$ cat config.mk
export PLATFORM = sky130hd
export DESIGN_NAME = growing_window_moving_average
export DESIGN_NICKNAME = d
export VERILOG_FILES = /design/src/rtl/core/gwma_pkg.sv /design/src/rtl/core/gwma_ram.sv /design/src/rtl/core/growing_window_moving_average.sv
export SDC_FILE = /design/constraint.sdc
export NUM_CORES = 2
export LEC_CHECK = 0
export BUFFER_PORTS_ARGS = -buffer_cell sky130_fd_sc_hd__buf_4
export CAP_MARGIN = 40
export CELL_PAD_IN_SITES_DETAIL_PLACEMENT = 2
export CELL_PAD_IN_SITES_GLOBAL_PLACEMENT = 2
export CORE_ASPECT_RATIO = 0.9
export CORE_MARGIN = 1
export CORE_UTILIZATION = 33
export DETAILED_ROUTE_END_ITERATION = 10
export PLACE_DENSITY = 0.67
export SLEW_MARGIN = 20
export SYNTH_ARGS = -nofsm -noshare
export SYNTH_HDL_FRONTEND = slang
export SYNTH_SLANG_ARGS = --single-unit
$ cat constraint.sdc
create_clock -name clk -period 8.6 [get_ports clk]
set_input_delay 1.72 -clock clk [delete_from_list [all_inputs] [get_ports clk]]
set_output_delay 1.72 -clock clk [all_outputs]
set_load 0.02 [all_outputs]
$ cat src/rtl/core/gwma_pkg.sv
package gwma_pkg;

  localparam int MAX_WINDOW   = 100;
  localparam int WINDOW_RESET = 20;

  localparam int SAMPLE_W = 15;
  localparam int AVG_W    = 16;
  localparam int WIN_W    = 7;

  localparam int CNT_W  = $clog2(MAX_WINDOW + 1);
  localparam int PTR_W  = $clog2(MAX_WINDOW);
  localparam int SUM_W  = SAMPLE_W + $clog2(MAX_WINDOW);
  localparam int STEP_W = $clog2(SUM_W);

  function automatic logic [CNT_W-1:0] eff_window(input logic [WIN_W-1:0] w);
    int v;
    v = int'(w);
    if (v > MAX_WINDOW) begin
      v = MAX_WINDOW;
    end
    return CNT_W'(v);
  endfunction

endpackage

$ cat src/rtl/core/gwma_ram.sv
module gwma_ram #(
  parameter int WIDTH = 16,
  parameter int DEPTH = 128
) (
  input  logic                     clk,
  input  logic                     we,
  input  logic [$clog2(DEPTH)-1:0] waddr,
  input  logic [WIDTH-1:0]         wdata,
  input  logic [$clog2(DEPTH)-1:0] raddr,
  output logic [WIDTH-1:0]         rdata
);

  logic [WIDTH-1:0] mem [DEPTH];

  always_ff @(posedge clk) begin
    if (we) begin
      mem[waddr] <= wdata;
    end
    rdata <= mem[raddr];
  end

endmodule

$ cat src/rtl/core/growing_window_moving_average.sv
// Growing-window moving average of sensor samples.
// Input channel: in_valid / in_stall with payload sample (15 bits unsigned).
// Output channel: out_valid / out_stall with payload average (16 bits signed).
// Configuration: cfg_we / cfg_wdata writes window_len; write only while idle.
// Each beat pushes the sample into a circular history of MAX_WINDOW entries,
// grows the fill count up to the window and returns the truncated mean of the
// newest fill-count samples. A window of zero returns -1 and pushes nothing.
// One beat is worked at a time: in_stall is high from acceptance until the
// result has been handed to the output register.
// Each beat is worked in order: one history read per sample through
// the single RAM read port, then a 22-step restoring divider, one
// quotient bit per cycle, then the load of the output register. A zero
// window goes straight from acceptance to the output register load.
// The output register holds a result while out_stall is high; the next beat
// is still accepted and worked, and waits at the end for the register to free.
// Reset (rst, synchronous): window_len returns to 20, fill count to zero,
// output empty. The history needs no clearing: only entries written since
// reset are ever summed.
module growing_window_moving_average (
  input  logic                                clk,
  input  logic                                rst,
  input  logic                                in_valid,
  output logic                                in_stall,
  input  logic [gwma_pkg::SAMPLE_W-1:0]       sample,
  output logic                                out_valid,
  input  logic                                out_stall,
  output logic signed [gwma_pkg::AVG_W-1:0]   average,
  input  logic                                cfg_we,
  input  logic [gwma_pkg::WIN_W-1:0]          cfg_wdata
);

  import gwma_pkg::*;

  typedef enum logic [1:0] {
    S_IDLE,
    S_SUM,
    S_DIV,
    S_DONE
  } state_t;

  state_t             state;
  logic [WIN_W-1:0]   window_len;
  logic [CNT_W-1:0]   fill_count;
  logic [CNT_W-1:0]   issue_left;
  logic [PTR_W-1:0]   wr_ptr;
  logic [PTR_W-1:0]   rd_ptr;
  logic               rd_pend;
  logic [SUM_W-1:0]   acc;
  logic [CNT_W-1:0]   rem;
  logic [STEP_W-1:0]  step;
  logic               err;

  logic               accept;
  logic [CNT_W-1:0]   win_now;
  logic [CNT_W-1:0]   win_cfg;
  logic [CNT_W-1:0]   fill_clamped;
  logic [CNT_W-1:0]   fill_next;
  logic [SAMPLE_W-1:0] rd_data;
  logic [CNT_W:0]     trial;
  logic               trial_ge;
  logic [CNT_W:0]     trial_diff;

  assign in_stall = (state != S_IDLE);
  assign accept   = in_valid && !in_stall;
  assign win_now  = eff_window(window_len);
  assign win_cfg  = eff_window(cfg_wdata);

  always_comb begin
    fill_clamped = (fill_count > win_now) ? win_now : fill_count;
    fill_next    = (fill_clamped < win_now) ? fill_clamped + 1'b1 : fill_clamped;
  end

  assign trial      = {rem, acc[SUM_W-1]};
  assign trial_ge   = (trial >= {1'b0, fill_count});
  assign trial_diff = trial - {1'b0, fill_count};

  gwma_ram #(
    .WIDTH (SAMPLE_W),
    .DEPTH (MAX_WINDOW)
  ) u_hist (
    .clk   (clk),
    .we    (accept && (win_now != '0)),
    .waddr (wr_ptr),
    .wdata (sample),
    .raddr (rd_ptr),
    .rdata (rd_data)
  );

  always_ff @(posedge clk) begin
    if (rst) begin
      state      <= S_IDLE;
      window_len <= WIN_W'(WINDOW_RESET);
      fill_count <= '0;
      wr_ptr     <= '0;
      rd_pend    <= 1'b0;
      out_valid  <= 1'b0;
    end else begin
      if (out_valid && !out_stall && (state != S_DONE)) begin
        out_valid <= 1'b0;
      end
      if (cfg_we) begin
        window_len <= cfg_wdata;
        if (fill_count > win_cfg) begin
          fill_count <= win_cfg;
        end
      end
      unique case (state)
        S_IDLE: begin
          if (accept) begin
            if (win_now == '0) begin
              err   <= 1'b1;
              state <= S_DONE;
            end else begin
              err        <= 1'b0;
              fill_count <= fill_next;
              issue_left <= fill_next;
              rd_ptr     <= wr_ptr;
              wr_ptr     <= (wr_ptr == PTR_W'(MAX_WINDOW - 1)) ? '0 : wr_ptr + 1'b1;
              rd_pend    <= 1'b0;
              acc        <= '0;
              state      <= S_SUM;
            end
          end
        end
        S_SUM: begin
          if (rd_pend) begin
            acc <= acc + SUM_W'(rd_data);
          end
          if (issue_left != '0) begin
            issue_left <= issue_left - 1'b1;
            rd_ptr     <= (rd_ptr == '0) ? PTR_W'(MAX_WINDOW - 1) : rd_ptr - 1'b1;
            rd_pend    <= 1'b1;
          end else begin
            rd_pend <= 1'b0;
            rem     <= '0;
            step    <= '0;
            state   <= S_DIV;
          end
        end
        S_DIV: begin
          rem  <= trial_ge ? trial_diff[CNT_W-1:0] : trial[CNT_W-1:0];
          acc  <= {acc[SUM_W-2:0], trial_ge};
          step <= step + 1'b1;
          if (step == STEP_W'(SUM_W - 1)) begin
            state <= S_DONE;
          end
        end
        S_DONE: begin
          if (!out_valid || !out_stall) begin
            out_valid <= 1'b1;
            average   <= err ? '1 : acc[AVG_W-1:0];
            state     <= S_IDLE;
          end
        end
        default: begin
          state <= S_IDLE;
        end
      endcase
    end
  end

  a_busy_after_accept: assert property (@(posedge clk) disable iff (rst)
    accept |=> in_stall)
    else $error("block took a beat and did not go busy");

  a_fill_in_window: assert property (@(posedge clk) disable iff (rst)
    (state == S_SUM) |-> (fill_count <= win_now))
    else $error("fill count exceeds the window");

  a_divisor_nonzero: assert property (@(posedge clk) disable iff (rst)
    (state == S_DIV) |-> (fill_count != '0))
    else $error("divide by zero fill count");

  a_wr_ptr_range: assert property (@(posedge clk) disable iff (rst)
    wr_ptr <= PTR_W'(MAX_WINDOW - 1))
    else $error("history write pointer out of range");

endmodule
== After elaboration in Yosys (flattened, before gate mapping) ==
Memory sizes are Yosys's and may differ from the RTL's. A register that Yosys moved wholly into a read port is not among the register bits.
Index checks and enable logic that the tools add are counted.
Word-level totals
  bits in registers: 90
  RAM bits: 1500
  input port bits: 27
  output and inout bits: 18
  word-level logic and storage cells: 111
  memories kept: 1
Memory list
  u_hist.mem: depth 100, bits a word 15, read ports 1, clocked after Yosys merged registers in 1, wr ports 1, line gwma_ram.sv:13  | logic [WIDTH-1:0] mem [DEPTH];
Cells by class
  $add $sub $neg: 7
  magnitude comparators: 6
  equal/unequal tests: 13
  muxes and demuxes: 44
  bitwise operators: 2
  reduce and logical (&&, ||, !) cells: 25
Operators by type and width (count)
  $mux 7: 19
  $mux 22: 3
  $pmux 22 s3: 1
  $pmux 7 s2: 3
  $add 22x15->22: 1
  $ne 2x2->1 const B: 8
  $reduce_and 3->1: 5
  $add 7x1->7 const B: 2
  $gt 7x7->1: 2
  $gt 7x7->1 const B: 2
  $logic_not 7->1: 2
  $reduce_bool 7->1: 2
  $sub 7x1->7 const B: 2
  $mux 2: 5
  $pmux 5 s2: 1
  $reduce_and 5->1: 2
  $mux 1: 9
  $ge 8x7->1: 1
  $pmux 2 s4: 1
  $eq 7x7->1 const B: 1
  $lt 7x7->1: 1
  $sub 7x7->7: 1
  $reduce_bool 2->1: 3
  $add 5x1->5 const B: 1
  other kinds (12): 19

== Longest topological paths before layout ==
  depth after elaboration: 9
  gate-level depth with buffers: 20
  gate-level depth less buffers: 18

== Modules after synthesis ==
A second synthesis with hierarchy kept.
Unflattened totals
  cells, all modules: 3165
  area, all modules: 64179.1 sq um
By module, submodules not included
  gwma_ram: times used 1, cells an instance 2512, area an instance 58066.9 sq um, sequential area each 45343.5 sq um
  growing_window_moving_average: times used 1, cells an instance 653, area an instance 6112.1 sq um, sequential area each 2452.4 sq um

== Least setup slack after synthesis ==
Ideal clock, no wire load.
  kind: in2reg
  from: input port rst
  to: register acc[0] (enable)
  library setup time: 522 ps
  arrival time: 5454 ps
  required time: 8078 ps
  setup slack: 2625 ps
  stages: 2
  path buffers: 1
  path through: clkbuf_1 -> a2111oi_0
On the way
  cells in the longest elaborated chain, start to end: 2
Ends and longest elaborated chain
  from (decl): line growing_window_moving_average.sv:21  | input logic rst,
  $not 1->1 (no line)
  $reduce_and 5->1 (no line)
  to (signal assigned): line growing_window_moving_average.sv:127  | acc <= acc + SUM_W'(rd_data);
  to (signal assigned): line growing_window_moving_average.sv:142  | acc <= {acc[SUM_W-2:0], trial_ge};
  to (decl): line growing_window_moving_average.sv:48  | logic [SUM_W-1:0] acc;
No other way between the ends.
A chain may end at the register's enable or synchronous reset.

== Worst setup path in the final report ==
  from: register window_len[2]
  to: register issue_left[2] (data pin)
On the way
  cells in the longest elaborated chain, start to end: 9
  elaborated cells on any way between the ends: 10
  those cells by class: add/sub (1); order compare (3); mux (6)
Ends and longest elaborated chain
  from (decl): line growing_window_moving_average.sv:42  | logic [WIN_W-1:0] window_len;
  from (signal assigned): line growing_window_moving_average.sv:92  | window_len <= WIN_W'(WINDOW_RESET);
  from (signal assigned): line growing_window_moving_average.sv:102  | window_len <= cfg_wdata;
  $gt 7x7->1: line gwma_pkg.sv:18  | if (v > MAX_WINDOW) begin
  $mux 7 *: line gwma_pkg.sv:18
  $gt 7x7->1: line growing_window_moving_average.sv:69  | fill_clamped = (fill_count > win_now) ? win_now : fill_count;
  $mux 7: line growing_window_moving_average.sv:69
  $add 7x1->7 or $lt 7x7->1 (tied branches): line growing_window_moving_average.sv:70  | fill_next = (fill_clamped < win_now) ? fill_clamped + 1'b1 : fill_clamped;
  $mux 7 *: line growing_window_moving_average.sv:70
  $mux 7 *: line growing_window_moving_average.sv:110  | if (win_now == '0) begin
  $mux 7 *: line growing_window_moving_average.sv:109  | if (accept) begin
  $pmux 7 s2 *: line growing_window_moving_average.sv:107  | unique case (state)
  to (signal assigned): line growing_window_moving_average.sv:116  | issue_left <= fill_next;
  to (signal assigned): line growing_window_moving_average.sv:130  | issue_left <= issue_left - 1'b1;
  to (decl): line growing_window_moving_average.sv:44  | logic [CNT_W-1:0] issue_left;
Every way passes the cells marked *; elsewhere a longest branch is shown, timed or not. The select of a mux whose other input is x is not followed.

==> results.cfg <==
[synth]
ys_async_sr_fraction_pct = 0
synth_top_area_share_pct = 73.64
yosysTopAreaCell = edfxtp_1
ys_ff_latch = 1605
ys_types = 69
synth-edff-count = 1565
synth_area_per_cell_um2 = 20.98
synth_area_mm2 = 0.06382
synth_nets = 3122
ys_seq_area_share_pct = 74.89
yosysWarnings = 0
ys_top_cells_by_area = edfxtp_1, mux4_2, dfxtp_1
synth_flop_cell = edfxtp_1
syn_inst = 3042

[drt]
drcViolationCount = 0
routed-via-count = 32090
wire_per_inst_um = 30.43
ant_nets = 0
firstDrtPassIters = 5
routed_wirelength_um = 180700
detail_route.vias_per_cell = 5.403
drtIter0Drc = 3025

[clock_network]
clk_latency_ns = 0.80
clock_sinks = 1605
cts_max_path_buffers = 3
cts_setup_buffers = 0
cts.reportedPaths.clkPinSlew_ns = 0.06
cts_made_buffers = 159
cts_max_level = 4
cts_tree = done
ctsResizeCount = 0
cts-root-buf = clkbuf_16
ctsHoldBuffers = 0

[placement]
globalplace.congestion = 0.7893
hpwl_um = 113300
io_buffers = 44

[cells_and_area]
multi_input_area_mm2 = 0.01519
layout.nets = 3344
seq_area_mm2 = 0.04780
area_growth_pct = 14.78
drive_above_1_share_pct = 26.96
fillers = 18190

[die]
start_util_pct = 33.36
num_io_pins = 45
design.core.area_mm2 = 0.1913
fp.dieW_um = 465.6
core.rowCount = 152
die_y_um = 419.2
dieArea_mm2 = 0.1952

[sta]
slew_headroom_pct = 39.74
hold_viol_final = 0
slew_viol_final = 0
setup_tns_ns = 0
fin_crit_sh_pct = 59.32
final.min_clock_period_ns = 5.102
setup_violations = 0
skew_ns = 0.03618
worstMarginPinSlew_ns = 0.9039
fmax_ghz = 0.1960
grt_setup_unrepaired = false

[worst_setup_path]
r2r-start = window_len[2]
r2r_slack_ns = 3.50
crit_buf_inv = 2
worstSetupStartpointType = register
max_stage_delay_ns = 0.61
cp_data_required_time_ns = 9.14
critPathTopFamily = compound AO/OA/AOI/OAI gates
r2r-end = issue_left[2]
r2r_cells = 18
crit_arrival_ns = 5.64
path_class = reg2reg
cp-end-kind = register
crit_chain = o311ai_0, and2_1, inv_1, ha_1, nand3b_1, nand2_1, a221oi_1, buf_4, or2_1, o21ai_0, ha_1, nor2_1, nand3_1, o21ai_1, nand2_1, a21oi_1, a211oi_1, o31a_1
worstPathMaxFanout = 12
cpMaxStageDelayCell = o311ai_0

[global_routing]
grtUsageTotal_pct = 18.50
grt_overflow_total = 0
grt_first_pass_wirelength_um = 259000
grt_antenna_before_repair = 10
grt_pass1_vias = 34500
grt_max_degree = 113

[worst_hold_path]
hold_start = rd_pend
hold_end = rd_pend
hold_path_class = reg2reg
hold_depth = 2

[status]
outcome = completed

[power_and_ir_drop]
cellLeakagePower_nw = 22.94
vdd_drop_max_v = 0.0002456
power_mw = 20.17
power_density_mw_per_mm2 = 275.4

[flow_run]
drv_cap = 0
## cells in the mapped netlist, types with 5 or more instances
master,n
a21oi_1,38
and4_1,5
mux2i_1,40
nor4_1,5
a32oi_1,9
inv_1,35
dfxtp_1,40
nand3_1,37
xor2_1,13
nand2b_1,11
buf_2,39
mux2_2,7
nand3b_1,6
buf_1,11
or2_2,19
and2_1,9
buf_4,14
and3_1,8
nor2_1,161
edfxtp_1,1565
a32o_1,5
a22oi_1,28
a211oi_1,16
a21boi_0,8
or3_1,6
buf_6,5
mux4_2,449
a21o_1,7
o21ai_0,56
nor3_1,12
nor2b_1,20
xnor2_1,27
nand2_1,110
nand4_1,9
ha_1,51
o221ai_1,6
clkbuf_1,87
## state kept, by name (all words and copies together) (netlist names), 7 cells and up
register and count:
u_hist.mem 1500, rd_ptr 7, window_len 7, average 16, u_hist.rdata 15, acc 22, fill_count 7, issue_left 7
rem 7, wr_ptr 7
## worst max-delay path by stage
stage	from	to	slack (ns)	cells past startpoint
floorplan	rst	acc[0]	2.62	2
global placement	window_len[2]	issue_left[6]	3.61	18
detailed placement	window_len[2]	issue_left[6]	3.55	18
CTS	window_len[3]	issue_left[6]	3.54	18
global route	window_len[3]	issue_left[2]	3.02	18
finish	window_len[2]	issue_left[2]	3.50	18
## per-layer routing
layer	global-route usage (%)	vias to the layer above	share of wire, %
met5	0	-	0.019
met4	5.208	4	2.3
met3	3.142	235	5.7
met2	30.55	1059	49
met1	25.18	17670	43
li1	-	13120	-
## final cells by class
type	count	area share [%]
clock inverters	88	1.189
well taps	2541	4.340
repair buffers	218	2.613
flip-flops and latches	1605	65.25
multi-input cells	1245	20.74
inverters	35	0.1794
clock buffers	203	5.671
diodes	5	0.01708
## cell families (layout without fill, tap and decap cells)
| group | count (synthesis) | count (layout) | share of synthesized area, % |
|---|---|---|---|
| multiplexers | 496 | 496 | 16.60 |
| AND/OR/NAND/NOR | 429 | 429 | 3.105 |
| other | 0 | 5 | 0 |
| adder cells (fa/ha/maj) | 54 | 54 | 1.078 |
| AO/OA/AOI/OAI | 226 | 226 | 2.431 |
| flip-flops | 1605 | 1605 | 74.89 |
| XOR/XNOR | 40 | 40 | 0.5490 |
| buffers and inverters | 192 | 544 | 1.349 |
## layout by cell type (no fill, tap or decap), drive strengths merged, types with 16 or more instances in the layout
cell type  count
clkinv        63
mux2i         40
nand2        110
nand3         37
ha            51
clkbuf       204
xnor2         27
edfxtp      1565
nor2         161
a211oi        16
inv           46
a21oi         38
o21ai         59
or2           21
a22oi         28
nor2b         20
mux4         449
dfxtp         40
buf          217
## through the flow
stage	setup slack [ns]	utilization [%]	hold slack, ns	instances	area, um2
2_1_floorplan	2.625	-	0.4544	3042	63820
3_3_place_gp	3.610	35.43	0.4704	5617	67780
3_5_place_dp	3.551	35.58	0.4805	5637	68080
4_1_cts	3.537	38.21	0.4983	5928	73100
5_1_grt	3.021	38.28	0.5427	5937	73240
6_report	3.498	38.29	0.4978	5940	73250
## worst reg2reg max path, delay by kind of cell (launching register included)
kind	cells	cell delay, ns
buffers and inverters	2	0.31
and+or+nand+nor	7	1.28
adders and majority gates	2	0.57
AOI/OAI and AO/OA	7	2.30
DFF	1	0.37
## where the power goes
part / switching (mW) / internal, mW
clock network: 3.07 / 3.78
registers: 0.163 / 8.79
logic: 2.54 / 1.82
total: 5.78 / 14.4
Power figures use the tool's default switching activity.
